### config.mk
export PLATFORM = sky130hd
export DESIGN_NAME = three_level_feedback_queue_scheduler_core
export DESIGN_NICKNAME = d
export VERILOG_FILES = /design/src/rtl/tlfq_pkg.sv /design/src/rtl/tlfq_cfg.sv /design/src/rtl/tlfq_queue.sv /design/src/rtl/three_level_feedback_queue_scheduler_core.sv
export SDC_FILE = /design/constraint.sdc
export NUM_CORES = 1
export LEC_CHECK = 0
export ABC_CLOCK_PERIOD_IN_PS = 9090
export BUFFER_PORTS_ARGS = -buffer_cell sky130_fd_sc_hd__buf_2
export CAP_MARGIN = 20
export CORE_MARGIN = 1
export CORE_UTILIZATION = 62
export DETAILED_ROUTE_END_ITERATION = 7
export PLACE_DENSITY_LB_ADDON = 0.1
export SYNTH_ARGS = -nofsm -noshare
export SYNTH_HDL_FRONTEND = slang
export SYNTH_HIERARCHICAL = 1
export SYNTH_SLANG_ARGS = --single-unit
### constraint.sdc
create_clock -name clk -period 9.09 [get_ports clk]
set_input_delay 1.3635 -clock clk [delete_from_list [all_inputs] [get_ports clk]]
set_output_delay 1.3635 -clock clk [all_outputs]
set_load 0.02 [all_outputs]
### src/rtl/tlfq_pkg.sv
package tlfq_pkg;

  localparam int ID_W  = 4;
  localparam int ID_N  = 2 ** ID_W;
  localparam int LEN_W = 16;
  localparam int QNT_W = 8;
  localparam int LVL_W = 2;
  localparam int APB_W = 32;
  localparam int ADDR_W = 3;

  localparam logic OP_ARRIVE = 1'b0;
  localparam logic OP_TICK   = 1'b1;

  localparam logic [LVL_W-1:0] LVL_0 = 2'd0;
  localparam logic [LVL_W-1:0] LVL_1 = 2'd1;
  localparam logic [LVL_W-1:0] LVL_2 = 2'd2;

  // register select, taken from paddr[2]
  localparam logic REG_QUANTUM0 = 1'b0;
  localparam logic REG_QUANTUM1 = 1'b1;

  localparam logic [QNT_W-1:0] QUANTUM0_RESET = 8'd2;
  localparam logic [QNT_W-1:0] QUANTUM1_RESET = 8'd4;

  typedef struct packed {
    logic [QNT_W-1:0] level1;
    logic [QNT_W-1:0] level0;
  } quanta_t;

  typedef struct packed {
    logic             demoted;
    logic             finished;
    logic [LVL_W-1:0] level;
    logic [ID_W-1:0]  task_id;
  } result_t;

endpackage

### src/rtl/tlfq_cfg.sv
module tlfq_cfg (
  input  logic                         clk,
  input  logic                         rst,
  input  logic                         psel,
  input  logic                         penable,
  input  logic                         pwrite,
  input  logic                         reg_sel,
  input  logic [tlfq_pkg::APB_W-1:0]   pwdata,
  output logic [tlfq_pkg::APB_W-1:0]   prdata,
  output tlfq_pkg::quanta_t            quanta
);
  import tlfq_pkg::*;

  logic wr_en;

  assign wr_en = psel && penable && pwrite;

  always_ff @(posedge clk) begin
    if (rst) begin
      quanta.level0 <= QUANTUM0_RESET;
      quanta.level1 <= QUANTUM1_RESET;
    end else if (wr_en) begin
      unique case (reg_sel)
        REG_QUANTUM0: quanta.level0 <= pwdata[QNT_W-1:0];
        REG_QUANTUM1: quanta.level1 <= pwdata[QNT_W-1:0];
        default: ;
      endcase
    end
  end

  always_comb begin
    unique case (reg_sel)
      REG_QUANTUM0: prdata = APB_W'(quanta.level0);
      REG_QUANTUM1: prdata = APB_W'(quanta.level1);
      default:      prdata = '0;
    endcase
  end

endmodule

### src/rtl/tlfq_queue.sv
module tlfq_queue #(
  parameter int DEPTH = 16
) (
  input  logic                          clk,
  input  logic                          rst,
  input  logic                          push,
  input  logic [tlfq_pkg::ID_W-1:0]     push_id,
  input  logic                          pop,
  output logic [tlfq_pkg::ID_W-1:0]     head_id,
  output logic [$clog2(DEPTH+1)-1:0]    count
);
  import tlfq_pkg::*;

  localparam int IW = $clog2(DEPTH);
  localparam int CW = $clog2(DEPTH + 1);

  logic [ID_W-1:0] mem [DEPTH];
  logic [IW-1:0]   head;
  logic [IW-1:0]   head_next;
  logic [IW:0]     tail_sum;
  logic [IW-1:0]   tail;

  // head + count never reaches twice the depth
  assign tail_sum  = (IW + 1)'(head) + (IW + 1)'(count);
  assign tail      = (tail_sum >= (IW + 1)'(DEPTH)) ? IW'(tail_sum - (IW + 1)'(DEPTH))
                                                    : IW'(tail_sum);
  assign head_next = (head == IW'(DEPTH - 1)) ? '0 : head + IW'(1);
  assign head_id   = mem[head];

  always_ff @(posedge clk) begin
    if (push) begin
      mem[tail] <= push_id;
    end
  end

  always_ff @(posedge clk) begin
    if (rst) begin
      head  <= '0;
      count <= '0;
    end else begin
      if (pop) begin
        head <= head_next;
      end
      unique case ({push, pop})
        2'b10:   count <= count + CW'(1);
        2'b01:   count <= count - CW'(1);
        default: count <= count;
      endcase
    end
  end

endmodule

### src/rtl/three_level_feedback_queue_scheduler_core.sv
// Three-level feedback queue scheduler.
// Input stream s_*: s_tuser is the operation (0 arrival, 1 tick); s_tdata
// carries the task id and its work length. Arrivals join the tail of level 0
// and give no result; a tick runs the head of the highest busy level for one
// unit and gives one result on m_*: m_tuser is 1 when a task ran, 0 when
// idle, and m_tdata then says which task, from which level, and whether it
// finished or dropped a level.
// APB port: quantum_level0 at 0x0, quantum_level1 at 0x4, to be written by the user
// only while the block is idle, which the block does not enforce; pready is tied high.
// Timing: one item is accepted per cycle. An item is held in the input
// register, then the queue-head lookup, the remaining-work lookup and all
// state updates happen in one pass, and the tick result lands in the output
// register, which raises m_tvalid. When m_tready is low with a result held,
// ticks wait in the input register and s_tready drops; arrivals still pass.
// Reset clears queue heads, counts, quantum counters and both valid flags;
// queue and work stores hold undefined values until written.
module three_level_feedback_queue_scheduler_core #(
  parameter int MAX_TASKS   = 16,
  parameter int QUEUE_DEPTH = 16,
  parameter int WORK_BITS   = 16
) (
  input  logic                          clk,
  input  logic                          rst,
  input  logic                          s_tvalid,
  output logic                          s_tready,
  input  logic [23:0]                   s_tdata,  // task_id[3:0], work_length[19:4], zeros
  input  logic [0:0]                    s_tuser,  // operation
  output logic                          m_tvalid,
  input  logic                          m_tready,
  output logic [7:0]                    m_tdata,  // running_task[3:0], run_level[5:4],
                                                  // task_finished[6], task_demoted[7]
  output logic [0:0]                    m_tuser,  // ran_valid
  input  logic                          psel,
  input  logic                          penable,
  input  logic                          pwrite,
  input  logic [tlfq_pkg::ADDR_W-1:0]   paddr,
  input  logic [tlfq_pkg::APB_W-1:0]    pwdata,
  output logic [tlfq_pkg::APB_W-1:0]    prdata,
  output logic                          pready
);
  import tlfq_pkg::*;

  localparam int SLOT_W = $clog2(MAX_TASKS);
  localparam int CW     = $clog2(QUEUE_DEPTH + 1);

  quanta_t quanta;

  assign pready = 1'b1;

  tlfq_cfg u_cfg (
    .clk     (clk),
    .rst     (rst),
    .psel    (psel),
    .penable (penable),
    .pwrite  (pwrite),
    .reg_sel (paddr[2]),
    .pwdata  (pwdata),
    .prdata  (prdata),
    .quanta  (quanta)
  );

  // input register
  logic             in_valid;
  logic             in_op;
  logic [ID_W-1:0]  in_id;
  logic [LEN_W-1:0] in_len;

  logic out_free;
  logic arr_fire;
  logic tick_fire;
  logic proc_fire;

  assign out_free  = !m_tvalid || m_tready;
  assign arr_fire  = in_valid && (in_op == OP_ARRIVE);
  assign tick_fire = in_valid && (in_op == OP_TICK) && out_free;
  assign proc_fire = arr_fire || tick_fire;
  assign s_tready  = !in_valid || proc_fire;

  always_ff @(posedge clk) begin
    if (rst) begin
      in_valid <= 1'b0;
    end else if (s_tready) begin
      in_valid <= s_tvalid;
    end
  end

  always_ff @(posedge clk) begin
    if (s_tvalid && s_tready) begin
      in_op  <= s_tuser[0];
      in_id  <= s_tdata[ID_W-1:0];
      in_len <= s_tdata[ID_W+LEN_W-1:ID_W];
    end
  end

  // task id to work slot, folded at elaboration
  logic [SLOT_W-1:0] slot_lut [ID_N];
  for (genvar g = 0; g < ID_N; g++) begin : g_slot
    assign slot_lut[g] = SLOT_W'(g % MAX_TASKS);
  end

  // queues
  logic [2:0]      push;
  logic [2:0]      pop;
  logic [ID_W-1:0] push_id [3];
  logic [ID_W-1:0] head_id [3];
  logic [CW-1:0]   cnt     [3];

  for (genvar l = 0; l < 3; l++) begin : g_lvl
    tlfq_queue #(
      .DEPTH (QUEUE_DEPTH)
    ) u_queue (
      .clk     (clk),
      .rst     (rst),
      .push    (push[l]),
      .push_id (push_id[l]),
      .pop     (pop[l]),
      .head_id (head_id[l]),
      .count   (cnt[l])
    );
  end

  logic [WORK_BITS-1:0] rem_work [MAX_TASKS];
  logic [QNT_W-1:0]     used0;
  logic [QNT_W-1:0]     used1;
  logic [QNT_W-1:0]     used0_next;
  logic [QNT_W-1:0]     used1_next;

  logic [WORK_BITS-1:0] in_work;
  logic                 has_run;
  logic [LVL_W-1:0]     run_lvl;
  logic [ID_W-1:0]      run_id;
  logic [SLOT_W-1:0]    run_slot;
  logic [WORK_BITS-1:0] run_work;
  logic                 finished;
  logic                 demoted;
  logic [QNT_W-1:0]     quantum;
  logic [QNT_W-1:0]     used_cur;
  logic [QNT_W:0]       used_inc;
  logic                 expired;
  logic                 next_full;
  logic                 rem_we;
  logic [SLOT_W-1:0]    rem_waddr;
  logic [WORK_BITS-1:0] rem_wdata;
  result_t              res_next;

  assign in_work    = WORK_BITS'(in_len);
  assign push_id[0] = in_id;
  assign push_id[1] = run_id;
  assign push_id[2] = run_id;

  always_comb begin
    has_run = 1'b1;
    priority if (cnt[0] != '0) begin
      run_lvl = LVL_0;
    end else if (cnt[1] != '0) begin
      run_lvl = LVL_1;
    end else if (cnt[2] != '0) begin
      run_lvl = LVL_2;
    end else begin
      run_lvl = LVL_0;
      has_run = 1'b0;
    end

    unique case (run_lvl)
      LVL_0: begin
        run_id    = head_id[0];
        quantum   = quanta.level0;
        used_cur  = used0;
        next_full = (cnt[1] == CW'(QUEUE_DEPTH));
      end
      LVL_1: begin
        run_id    = head_id[1];
        quantum   = quanta.level1;
        used_cur  = used1;
        next_full = (cnt[2] == CW'(QUEUE_DEPTH));
      end
      default: begin
        run_id    = head_id[2];
        quantum   = quanta.level1;
        used_cur  = used1;
        next_full = 1'b1;
      end
    endcase

    run_slot = slot_lut[run_id];
    run_work = rem_work[run_slot];
    finished = (run_work == '0) || (run_work == WORK_BITS'(1));
    // a quantum of zero behaves as one: used_inc is never below one
    used_inc = (QNT_W + 1)'(used_cur) + (QNT_W + 1)'(1);
    expired  = (used_inc >= (QNT_W + 1)'(quantum));

    push       = '0;
    pop        = '0;
    rem_we     = 1'b0;
    rem_waddr  = run_slot;
    rem_wdata  = run_work - WORK_BITS'(1);
    used0_next = used0;
    used1_next = used1;
    demoted    = 1'b0;

    if (arr_fire) begin
      if ((in_work != '0) && (cnt[0] != CW'(QUEUE_DEPTH))) begin
        push[0]   = 1'b1;
        rem_we    = 1'b1;
        rem_waddr = slot_lut[in_id];
        rem_wdata = in_work;
      end
    end else if (tick_fire && has_run) begin
      rem_we = 1'b1;
      if (finished) begin
        rem_wdata    = '0;
        pop[run_lvl] = 1'b1;
        if (run_lvl == LVL_0) used0_next = '0;
        if (run_lvl == LVL_1) used1_next = '0;
      end else if (run_lvl != LVL_2) begin
        if (expired) begin
          if (run_lvl == LVL_0) used0_next = '0;
          else                  used1_next = '0;
          // with the next level full the task keeps its place
          if (!next_full) begin
            push[run_lvl + LVL_W'(1)] = 1'b1;
            pop[run_lvl]              = 1'b1;
            demoted                   = 1'b1;
          end
        end else begin
          if (run_lvl == LVL_0) used0_next = used_inc[QNT_W-1:0];
          else                  used1_next = used_inc[QNT_W-1:0];
        end
      end
    end

    res_next.task_id  = has_run ? run_id : '0;
    res_next.level    = has_run ? run_lvl : LVL_0;
    res_next.finished = has_run && finished;
    res_next.demoted  = demoted;
  end

  always_ff @(posedge clk) begin
    if (rem_we) begin
      rem_work[rem_waddr] <= rem_wdata;
    end
  end

  always_ff @(posedge clk) begin
    if (rst) begin
      used0 <= '0;
      used1 <= '0;
    end else begin
      used0 <= used0_next;
      used1 <= used1_next;
    end
  end

  // result register
  always_ff @(posedge clk) begin
    if (rst) begin
      m_tvalid <= 1'b0;
    end else if (tick_fire) begin
      m_tvalid <= 1'b1;
    end else if (m_tready) begin
      m_tvalid <= 1'b0;
    end
  end

  always_ff @(posedge clk) begin
    if (tick_fire) begin
      m_tdata    <= res_next;
      m_tuser[0] <= has_run;
    end
  end

  assert property (@(posedge clk) disable iff (rst)
    m_tvalid && !m_tuser[0] |-> m_tdata == '0)
    else $error("idle result carries non-zero fields");

  assert property (@(posedge clk) disable iff (rst)
    m_tvalid |-> !(m_tdata[6] && m_tdata[7]))
    else $error("task both finished and demoted");

  assert property (@(posedge clk) disable iff (rst)
    tick_fire |=> m_tvalid)
    else $error("tick transaction lost its result");

  assert property (@(posedge clk) disable iff (rst)
    (cnt[0] <= CW'(QUEUE_DEPTH)) && (cnt[1] <= CW'(QUEUE_DEPTH)) &&
    (cnt[2] <= CW'(QUEUE_DEPTH)))
    else $error("queue count beyond depth");

endmodule

# Yosys cells after proc, flatten, opt, wreduce, memory -nomap -nowiden
# Memory sizes are Yosys's and may differ from the RTL's. A register that Yosys moved wholly into a read port is not among the register bits.
# Index checks and enable logic that the tools add are counted.
# word_totals
ff_bits	91
mem_bits_rw	448
rom_bits	128
in_bits	67
out_inout_bits	44
word_cells	190
mem_count	6
# mem_list
name	words	word_bits	rd	rd_clocked_by_memory_dff	wr	line	rtl
rem_work	16	16	1	0	1	three_level_feedback_queue_scheduler_core.sv:122	logic [WORK_BITS-1:0] rem_work [MAX_TASKS];
(name not given)	16	4	1	0	0	three_level_feedback_queue_scheduler_core.sv:205	rem_waddr = slot_lut[in_id];
(name not given)	16	4	1	0	0	three_level_feedback_queue_scheduler_core.sv:185	run_slot = slot_lut[run_id];
g_lvl[0].u_queue.mem	16	4	1	1	1	tlfq_queue.sv:17	logic [ID_W-1:0] mem [DEPTH];
g_lvl[1].u_queue.mem	16	4	1	1	1	tlfq_queue.sv:17	
g_lvl[2].u_queue.mem	16	4	1	1	1	tlfq_queue.sv:17	
# op_classes
n_addsub	18
magnitude_cmp	10
eq_ne	17
muxes	78
bitwise	8
n_reduce_logical	34
# ops
op	n
2-to-1 mux 8 bit	13
2-to-1 mux 4 bit	18
2-to-1 mux 16 bit	4
case mux 32 bit (2 select lines)	1
2-to-1 mux 3 bit	11
case mux 5 bit (2 select lines)	3
greater-or-equal comparator 5 bit, second input constant	5
2-to-1 mux 1 bit	20
equality test 16 x 1 -> 1 bit, second input constant	1
zero test 16 bit	1
nonzero test 16 bit	1
subtractor 16 x 1 -> 16 bit, second input constant	1
adder 4 x 5 -> 5 bit	3
adder 5 x 1 -> 5 bit, second input constant	3
nonzero test 5 bit	3
subtractor 5 x 1 -> 5 bit, second input constant	3
adder 4 x 1 -> 4 bit, second input constant	3
equality test 4 bit, second input constant	3
subtractor 4 x 1 -> 4 bit, second input constant	3
logical AND 1 bit	11
equality test 5 bit, second input constant	2
inverter 4 -> 5 bit	2
nonzero test 2 bit	5
adder 8 x 1 -> 9 bit, second input constant	1
22 further kinds	44

# Logic depth before layout (Yosys ltp)
# Gate-level depths: netlist (run 1).
# An unclocked memory read counts as a cell.
# logic_depth
depth_word	18
ltp_mapped	33
ltp_nobuf	31

# Hierarchy
# The synthesis (run 1) kept the hierarchy.
# modules_own_cells
module	instances	cells_each	area_each_um2	seq_area_each_um2
three_level_feedback_queue_scheduler_core	1	1020	13442.9	8948.6
tlfq_queue (g_lvl[0].u_queue ...)	2	204	3318.2	2182.1
tlfq_queue (g_lvl[2].u_queue)	1	199	3303.2	2182.1
tlfq_cfg	1	100	987.2	320.3

# Worst setup path after synthesis (run 1)
# Ideal clock, no wire load.
# synth_path
path_kind	register to register
startpoint	register g_lvl[0].u_queue.count[1]
endpoint	register g_lvl[1].u_queue.count[4]
setup_time_ns	0.121
arrival_ns	6.329
t_required_ns	8.969
path_slack_ns	2.640
path_stages_with_launch	34
n_path_buf	2
synth_period_minus_slack_ns	6.450
cell_sequence	dfxtp_1 or4_1 nor2_1 buf_2 nand2_1 buf_1 mux2_2 nand2_1 nor2_1 nand2b_1 a21oi_1 xor2_1 inv_1 ha_1 nand2_1 a21boi_0 o21ai_0 nand2b_1 a21oi_1 nor2b_1 o21ai_0 nand2b_1 maj3_1 a221oi_2 a21o_1 nor3b_1 inv_1 ha_1 inv_1 fa_1 nand2b_1 a21oi_1 mux2i_1 mux2_2
# synth_via
elab_chain_len	16
elab_cells_between_ends	48
classes_between	add/sub: 2; order compare: 5; eq/ne: 5; mux: 25; bitwise: 1; reduce/logical: 8; memory: 2
# synth_lines
element	line	rtl
start, declared	tlfq_queue.sv:10	output logic [$clog2(DEPTH+1)-1:0] count
start signal, assigned	tlfq_queue.sv:45	2'b10: count <= count + CW'(1);
start signal, assigned	tlfq_queue.sv:46	2'b01: count <= count - CW'(1);
start signal, assigned	tlfq_queue.sv:47	default: count <= count;
nonzero test 5 bit (*)	three_level_feedback_queue_scheduler_core.sv:153	priority if (cnt[0] != '0) begin
2-to-1 mux 2 bit	three_level_feedback_queue_scheduler_core.sv:153	
equality test 2 x 1 -> 1 bit or zero test 2 bit (tied branches)	three_level_feedback_queue_scheduler_core.sv:164	unique case (run_lvl)
case mux 4 bit (2 select lines)	three_level_feedback_queue_scheduler_core.sv:164	
inverter 4 -> 5 bit (not written as such)	three_level_feedback_queue_scheduler_core.sv:185	
memory (16 x 4 bit)	-	
2-to-1 mux 4 bit (not written as such) (2 in a row)	three_level_feedback_queue_scheduler_core.sv:185	
memory (16 x 16 bit)	-	
equality test 16 x 1 -> 1 bit or zero test 16 bit (tied branches)	three_level_feedback_queue_scheduler_core.sv:187	finished = (run_work == '0) || (run_work == WORK_BITS'(1));
logical OR 1 bit	three_level_feedback_queue_scheduler_core.sv:187	
2-to-1 mux 3 bit	three_level_feedback_queue_scheduler_core.sv:210	if (finished) begin
2-to-1 mux 3 bit (*)	three_level_feedback_queue_scheduler_core.sv:208	end else if (tick_fire && has_run) begin
2-to-1 mux 2 bit (*)	three_level_feedback_queue_scheduler_core.sv:201	if (arr_fire) begin
net push[1]	three_level_feedback_queue_scheduler_core.sv:102	logic [2:0] push;
equality test 2 x 1 -> 1 bit or equality test 2 bit (tied branches)	tlfq_queue.sv:44	unique case ({push, pop})
case mux 5 bit (2 select lines) or nonzero test 2 bit (tied branches)	-	
end signal, assigned	tlfq_queue.sv:45	
end signal, assigned	tlfq_queue.sv:46	
end signal, assigned	tlfq_queue.sv:47	
end, declared	tlfq_queue.sv:10	
# Mark *: on every way through the listed nets, which the timed path passes. The rest lies on a longest branch. The select of a mux whose other input is x is not followed.
# A chain may end at the register's enable or synchronous reset.

==> impl_metrics.yaml, run 1 <==
critical_path:
  crit_fanout: 52
  crit_type: "register to register"
  rrSetupSlack_ns: 0.80
  required_ns: 9.57
  end_kind: "register"
  startpoint_type: "register"
  arrival_ns: 8.77
clocking:
  hold_buffers: 0
  clock_latency_ns: 0.60
  cts_resized: 0
  cts_buffers: 54
  clockBufferDepth: 3
  cts.sinks: 551
  cts_tree: "done"
  clockRootBuffer: "clkbuf_16"
  h-tree-depth: 2
  clkTransAtPathRegs_ns: 0.06
  post_cts_buffers: 0
die:
  pin_count: 111
  rows: 72
  die-area_um2: 40100
  core_area_um2: 38700
  fp.dieH_um: 200
  initial_core_util: 0.629
  die_x_um: 200
global_route:
  grt_pass1_wl_um: 85900
  antenna_found_initial: 0
  grt_pass1_vias: 14600
  grt_max_degree: 80
  grt_overflow: 0
  grtUsageTotal: 0.284
placement:
  place.gp.congestion: 0.914
  post-place-ws_ns: 0.941
  hpwl_um: 36800
  portBuffers: 55
power_and_ir_drop:
  p_int_uw: 4230
  cellPowerDensity_nw_per_um2: 196
  p_switching_uw: 1090
  max-vdd-ir-drop_mv: 0.160
  combPwrFrac: 0.040
  switching_share: 0.205
  power.leakage_uw: 0.00958
  p_clk_frac: 0.434
  seqPwrFrac: 0.526
synthesis:
  synthCells: 1727
  synth_top_area_frac: 0.589
  syn-cell-area_um2: 24400
  ys.flop_type: "edfxtp_1"
  synthArstFlopShare: 0
  synth_cell_type_count: 87
  yosysWarnings: 6
  seq_area_frac_synth: 0.649
  ys_top_cells_by_area: "edfxtp_1 (59%), dfxtp_1 (6.0%), mux4_1 (5.2%)"
  synth_area_leader_cell: "edfxtp_1"
  synth-seq-cells: 551
  syn-mean-instance-area_um2: 14.1
  synth-edff-count: 478
sta:
  fmax_mhz: 121
  hold_viol: 0
  tightestPinTransition_ns: 1.26
  skew_ns: 0.0177
  min_period_ns: 8.29
  fin_crit_sh: 0.912
  setup_ws_ns: 0.799
  setup_viol: 0
  rsz0062_at_grt: "no"
  final_max_slew_viol_count: 0
  max_slew_margin: 0.163
  fin_setup_tns_ns: 0
route:
  drtIter0Drc: 1605
  wl_um: 56800
  vias_per_cell: 6.35
  vias: 15100
  antenna_left: 0
  wire_per_inst_um: 23.9
  drt-pass1-iter-count: 5
  drc_errors: 0
cells_and_area:
  area_growth_pct: 11.1
  drive_gt1_frac: 0.135
  final_net_count: 1923
  postLayoutCoreUtil: 0.699
  multiInputGateArea_um2: 7930
  seq_area_um2: 15800
  fill_cells: 2623
run_status:
  outcome: "complete, no violations"
min_path:
  hold_path.class: "register to register"
run:
  maxCapViolCount: 0
==> area by class of cell <==
cell class	instances	share of cell area
multi-input combinational	1061	0.293
clock inverter	27	0.0134
clock buffer	73	0.0544
sequential	551	0.584
tap	518	0.0239
antenna	1	0.0000924
timing repair buffer	114	0.0267
inverter	33	0.00457
==> per-stage QoR <==
step	hold WS [ns]	std cells	instance area (um2)	total power, uW
floorplan	0.428	1750	24500	2980
global placement	0.436	2273	25200	3050
detailed placement	0.450	2274	25200	3050
CTS	0.456	2374	27100	5330
global route	0.473	2377	27100	5450
finish	0.456	2378	27100	5310
==> layout by cell type, fill, tap and decap left out, types with 13 or more instances in the layout <==
| master | n |
|---|---|
| nand4_1 | 13 |
| a21boi_0 | 14 |
| a22oi_1 | 28 |
| a211oi_1 | 14 |
| buf_4 | 58 |
| xnor2_1 | 16 |
| a2111oi_0 | 26 |
| and3_1 | 41 |
| mux4_1 | 48 |
| xor2_1 | 23 |
| nor4_1 | 15 |
| a32oi_1 | 23 |
| o21ai_0 | 16 |
| a31oi_1 | 20 |
| nand2b_1 | 30 |
| a21oi_1 | 48 |
| dfxtp_1 | 73 |
| edfxtp_1 | 478 |
| clkbuf_1 | 14 |
| conb_1 | 25 |
| nor2_1 | 164 |
| nand3_1 | 34 |
| inv_1 | 30 |
| clkbuf_16 | 54 |
| nand2_1 | 153 |
| mux2i_1 | 87 |
| ha_1 | 35 |
| nor2_2 | 18 |
| buf_2 | 55 |
==> final timing paths <==
kind / cells past startpoint / start / endpoint
hold reg to reg: 2 / used0[1]$_SDFFE_PP0P_ / used0[1]$_SDFFE_PP0P_
hold / removal: 2 / used0[1]$_SDFFE_PP0P_ / used0[1]$_SDFFE_PP0P_
setup reg to reg: 22 / register / g_lvl[1].u_queue/count[4]$_SDFFE_PP0P_
setup / recovery: 22 / register / g_lvl[1].u_queue/count[4]$_SDFFE_PP0P_
==> registers in the layout, summed over array words and instances (netlist names), named ones only <==
signal	cells
g_lvl.u_queue/head	12
in_valid	1
g_lvl.u_queue/count	15
m_tdata	8
in_len	16
used0	8
m_tuser	1
g_lvl.u_queue/mem	192
rem_work	256
m_tvalid	1
in_id	4
used1	8
in_op	1
u_cfg/quanta	16
==> power by group through the flow <==
stage	clock [uW]	sequential (uW)	combinational [uW]
after floorplan	0	2840	135
final	2310	2800	210
after global routing	2430	2800	225
after detailed placement	0	2850	203
after global placement	0	2850	198
after CTS	2340	2800	204
==> Yosys cell counts (30+ instances only) <==
master / n
mux4_1: 48
mux2i_1: 87
a21oi_1: 48
nand2_1: 153
dfxtp_1: 73
inv_1: 30
nand3_1: 34
nand2b_1: 30
and3_1: 41
clkbuf_1: 42
edfxtp_1: 478
ha_1: 35
nor2_1: 180
==> cell families after synthesis <==
family          count (synthesis)  share of synthesized area
compound gates                269                     0.0816
flops                         551                      0.649
xor+xnor                       39                     0.0140
other cells                     2                   0.000308
simple gates                  539                      0.108
fa+ha+maj                      42                     0.0233
buf+inv                       138                     0.0312
mux                           147                     0.0930
==> metal layers <==
metal,GRT usage,vias to the layer above,share of wire
li1,-,6819,-
met1,0.403,7503,0.41
met2,0.463,691,0.48
met3,0.0415,89,0.085
met4,0.0802,0,0.021
met5,0,-,0
==> worst max-delay path: stages, from the launching register on <==
cell       delay, ns
dfxtp_1         0.88
mux4_1          0.67
a22oi_1         0.30
nand2_1         0.18
o2111ai_1       0.12
a21o_1          0.69
and2_1          0.26
inv_2           0.14
buf_4           0.39
a2111oi_0       0.53
a221oi_1        0.13
a32o_1          0.38
nor4b_2         0.42
nand2_1         0.22
or3_1           0.47
a21oi_1         0.52
ha_1            0.36
inv_1           0.09
fa_1            0.40
nand2b_1        0.17
a21oi_1         0.17
mux2i_1         0.25
mux2_2          0.35
Note: power is estimated with default switching activity, not from simulation.
==> run 2: changes to the inputs <==
- CORE_UTILIZATION: 62 -> 64
- CTS_BUF_LIST: unset -> sky130_fd_sc_hd__clkbuf_4 sky130_fd_sc_hd__clkbuf_8
- REMOVE_ABC_BUFFERS: unset -> 1
- SLEW_MARGIN: unset -> 20
==> impl_metrics.yaml, run 2 (same netlist as run 1, synthesis figures left out) <==
critical_path:
  end_kind: "register"
  crit_fanout: 30
  crit_type: "register to register"
  arrival_ns: 8.57
  startpoint_type: "register"
  required_ns: 9.63
die:
  rows: 71
  die-area_um2: 38900
  core_area_um2: 37600
  pin_count: 111
  initial_core_util: 0.649
  die_x_um: 197
  fp.dieH_um: 197
power_and_ir_drop:
  power.leakage_uw: 0.00958
  max-vdd-ir-drop_mv: 0.192
  cellPowerDensity_nw_per_um2: 189
sta:
  tightestPinTransition_ns: 1.16
  setup_viol: 0
  final_max_slew_viol_count: 0
  max_slew_margin: 0.223
  fin_setup_tns_ns: 0
  skew_ns: 0.0220
  fmax_mhz: 125
  min_period_ns: 8.03
  rsz0062_at_grt: "no"
  whs_ns: 0.455
  hold_viol: 0
  fin_crit_sh: 0.884
cells_and_area:
  top_regs: "rem_work (256), g_lvl.u_queue/mem (192)"
  seq_area_um2: 15800
  multiInputGateArea_um2: 7970
  largest_reg_flops: 256
  drive_gt1_frac: 0.162
  final_common_cell: "edfxtp_1"
  fin_cells: 2413
  fill_cells: 2528
  final_cell_mix: "edfxtp_1 (478), nor2_1 (164), nand2_1 (153)"
  regMostFlops: "rem_work"
  diodes: 0
  area_growth_pct: 10.7
  final_net_count: 1948
route:
  vias: 15000
  drc_errors: 0
  drt-pass1-iter-count: 5
  drtIter0Drc: 1144
  vias_per_cell: 6.21
  wl_um: 53700
  antenna_left: 0
  wire_per_inst_um: 22.3
global_route:
  grt_pass1_vias: 14300
  grt_pass1_wl_um: 81600
  grt_max_degree: 80
  grtUsageTotal: 0.281
  grt_overflow: 0
  antenna_found_initial: 0
clocking:
  cts.sinks: 551
  clock_latency_ns: 0.65
  clockRootBuffer: "clkbuf_8"
  post_cts_buffers: 0
  cts_resized: 0
  clkTransAtPathRegs_ns: 0.06
  cts_tree: "done"
  hold_buffers: 0
  h-tree-depth: 3
  clockBufferDepth: 3
  cts_buffers: 85
min_path:
  hold_path.class: "register to register"
run_status:
  outcome: "complete, no violations"
placement:
  dp.cells: 2263
  portBuffers: 55
  place.gp.congestion: 0.905
  hpwl_um: 34500
run:
  maxCapViolCount: 0
-- run 2: cell count changes in the layout (fill, tap and decap cells not counted), moves of 6 or more --
cell       previous run  this run
buf_4                58        52
bufinv_16             9         3
clkbuf_1             14         0
clkbuf_16            54         0
clkbuf_4              0        28
clkbuf_8              5        96
-- run 2: stage by stage --
stage | power [uW] | setup slack (ns) | utilization | instance area, um2
global route | 5260 | 0.638 | 0.718 | 27000
floorplan | 2960 | 1.87 | - | 23800
CTS | 5130 | 1.12 | 0.717 | 27000
global placement | 3040 | 1.28 | 0.670 | 25200
detailed placement | 3050 | 1.17 | 0.671 | 25200
finish | 5110 | 1.06 | 0.718 | 27000
-- run 2: per-layer routing --
metal,GRT usage,part of all wire,vias to the layer above
li1,-,-,6884
met1,0.380,0.42,7383
met2,0.457,0.49,595
met3,0.0512,0.068,114
met4,0.107,0.029,0
met5,0,0,-
-- run 2: layout make-up --
| type | count | area share |
|---|---|---|
| Sequential cell | 551 | 0.586 |
| Multi-Input combinational cell | 1061 | 0.295 |
| Clock buffer | 124 | 0.0568 |
| Timing Repair Buffer | 108 | 0.0254 |
| Tap cell | 511 | 0.0237 |
| Clock inverter | 25 | 0.00807 |
| Inverter | 33 | 0.00459 |
-- run 2: report_power, final --
| part | internal (uW) | leakage, uW | switching (uW) |
|---|---|---|---|
| Sequential | 2780 | 0.00491 | 13.7 |
| Combinational | 59.3 | 0.00374 | 144 |
| Clock | 1170 | 0.000922 | 938 |
-- run 2: worst paths after layout --
kind | startpoint | end | slack, ns | depth (start not counted)
hold / removal | used1[2]$_SDFFE_PP0P_ | used1[2]$_SDFFE_PP0P_ | 0.46 | 2
hold reg to reg | used1[2]$_SDFFE_PP0P_ | used1[2]$_SDFFE_PP0P_ | 0.46 | 2
setup reg to reg | register | g_lvl[0].u_queue/count[4]$_SDFFE_PP0P_ | 1.06 | 26
setup / recovery | register | g_lvl[0].u_queue/count[4]$_SDFFE_PP0P_ | 1.06 | 26
-- run 2: worst max-delay path, stage by stage, from the launching register on --
cell and delay (ns):
dfxtp_1 0.80, buf_4 0.27, mux4_1 0.57, a22oi_1 0.25, nand2_1 0.16, o2111ai_1 0.11, a21o_1 0.15, buf_4 0.24
and2_1 0.19, inv_2 0.25, nor2_1 0.31, buf_4 0.27, a32oi_1 0.12, a31oi_1 0.49, ha_1 0.27, o21a_1 0.12
nand4_2 0.13, or3_1 0.65, buf_4 0.29, a21oi_1 0.48, ha_1 0.37, inv_1 0.10, fa_1 0.41, nand2b_1 0.16
a21oi_1 0.16, mux2i_1 0.23, mux2_2 0.34
==> run 3: changes to the inputs <==
- CORE_ASPECT_RATIO: unset -> 1.75
==> impl_metrics.yaml, run 3 (same netlist as run 1, synthesis figures left out) <==
global_route:
  grt_max_degree: 80
  grt_pass1_vias: 15100
  grt_pass1_wl_um: 83500
  antenna_found_initial: 1
  grt_overflow: 0
  grtUsageTotal: 0.292
critical_path:
  crit_fanout: 26
  required_ns: 9.64
  end_kind: "register"
  arrival_ns: 8.67
  crit_type: "register to register"
  startpoint_type: "register"
sta:
  hold_viol: 0
  rsz0062_at_grt: "no"
  setup_viol: 0
  tightestPinTransition_ns: 1.13
  skew_ns: 0.0370
  final_max_slew_viol_count: 0
  fmax_mhz: 123
  whs_ns: 0.454
  min_period_ns: 8.12
  max_slew_margin: 0.237
  fin_crit_sh: 0.893
  fin_setup_tns_ns: 0
min_path:
  hold_path.class: "register to register"
clocking:
  clockRootBuffer: "clkbuf_8"
  cts.sinks: 551
  cts_resized: 0
  clkTransAtPathRegs_ns: 0.07
  cts_tree: "done"
  clock_latency_ns: 0.65
  hold_buffers: 0
  post_cts_buffers: 0
  clockBufferDepth: 3
  h-tree-depth: 3
  cts_buffers: 77
placement:
  portBuffers: 55
  hpwl_um: 37600
  place.gp.congestion: 0.926
route:
  vias: 15000
  drt-pass1-iter-count: 5
  drc_errors: 0
  vias_per_cell: 6.31
  antenna_left: 0
  wl_um: 55700
  wire_per_inst_um: 23.5
  drtIter0Drc: 1205
cells_and_area:
  final_net_count: 1942
  largest_reg_flops: 256
  fill_cells: 2515
  drive_gt1_frac: 0.155
  final_common_cell: "edfxtp_1"
  final_cell_mix: "edfxtp_1 (478), nor2_1 (164), nand2_1 (153)"
  area_growth_pct: 10.2
  regMostFlops: "rem_work"
  top_regs: "rem_work (256), g_lvl.u_queue/mem (192)"
die:
  core_area_um2: 37500
  initial_core_util: 0.650
  die-area_um2: 38900
  die_x_um: 150
  pin_count: 111
  rows: 94
  fp.dieH_um: 260
power_and_ir_drop:
  p_switching_uw: 1070
  p_int_uw: 3970
  p_clk_frac: 0.405
  switching_share: 0.212
  seqPwrFrac: 0.554
  combPwrFrac: 0.041
  max-vdd-ir-drop_mv: 0.122
  cellPowerDensity_nw_per_um2: 188
  power.leakage_uw: 0.00952
run_status:
  outcome: "complete, no violations"
run:
  maxCapViolCount: 0
-- run 3: cell type report --
type	count	area [um2]	area share
inverters	33	124	0.00461
diodes	1	2.50	0.0000932
clock buffers	98	1250	0.0465
clock inverters	41	403	0.0150
repair buffers	110	701	0.0261
well taps	480	601	0.0224
multi-input cells	1061	7960	0.296
flip-flops and latches	551	15800	0.589
-- run 3: final timing paths --
path                                                 end  cells past startpoint                   from  slack [ns]
setup / recovery  g_lvl[2].u_queue/count[4]$_SDFFE_PP0P_                     25               register        0.97
setup reg to reg  g_lvl[2].u_queue/count[4]$_SDFFE_PP0P_                     25               register        0.97
hold / removal                     used0[2]$_SDFFE_PP0P_                      2  used0[2]$_SDFFE_PP0P_        0.45
hold reg to reg                    used0[2]$_SDFFE_PP0P_                      2  used0[2]$_SDFFE_PP0P_        0.45
-- run 3: power by group through the flow --
stage / Combinational [uW] / Clock (uW) / Sequential, uW
global placement: 199 / 0 / 2840
finish: 208 / 2040 / 2790
floorplan: 117 / 0 / 2840
global route: 224 / 2170 / 2790
CTS: 205 / 2080 / 2790
detailed placement: 204 / 0 / 2850
-- run 3: critical path, cell delays in order, from the launching register on --
cell       delay [ns]
dfxtp_1          0.88
mux4_1           0.65
a22oi_1          0.25
nand2_1          0.15
o2111ai_1        0.10
a21o_1           0.59
and2_1           0.26
inv_2            0.26
nor2_1           0.38
buf_4            0.28
nand3_1          0.09
a31oi_1          0.56
inv_1            0.12
ha_1             0.24
o21a_1           0.22
nand4_2          0.12
or3_1            0.26
buf_4            0.27
nor3b_1          0.60
inv_1            0.16
ha_1             0.33
fa_1             0.44
nand3_1          0.11
a21oi_1          0.08
or4_1            0.47
a21oi_1          0.14
-- run 3: through the flow --
stage	cell area, um2	utilization	total power [uW]	cells	setup slack, ns
floorplan	23800	-	2960	1645	1.87
global placement	25200	0.671	3040	2234	1.16
detailed placement	25200	0.671	3050	2234	1.07
CTS	26800	0.715	5070	2373	1.03
global route	26900	0.716	5190	2375	0.422
finish	26900	0.716	5040	2375	0.972
-- run 3: metal layers --
layer / part of all wire / global-route usage
met1: 0.34 / 0.309
met2: 0.56 / 0.549
met3: 0.055 / 0.0461
met4: 0.046 / 0.150
met5: 0 / 0
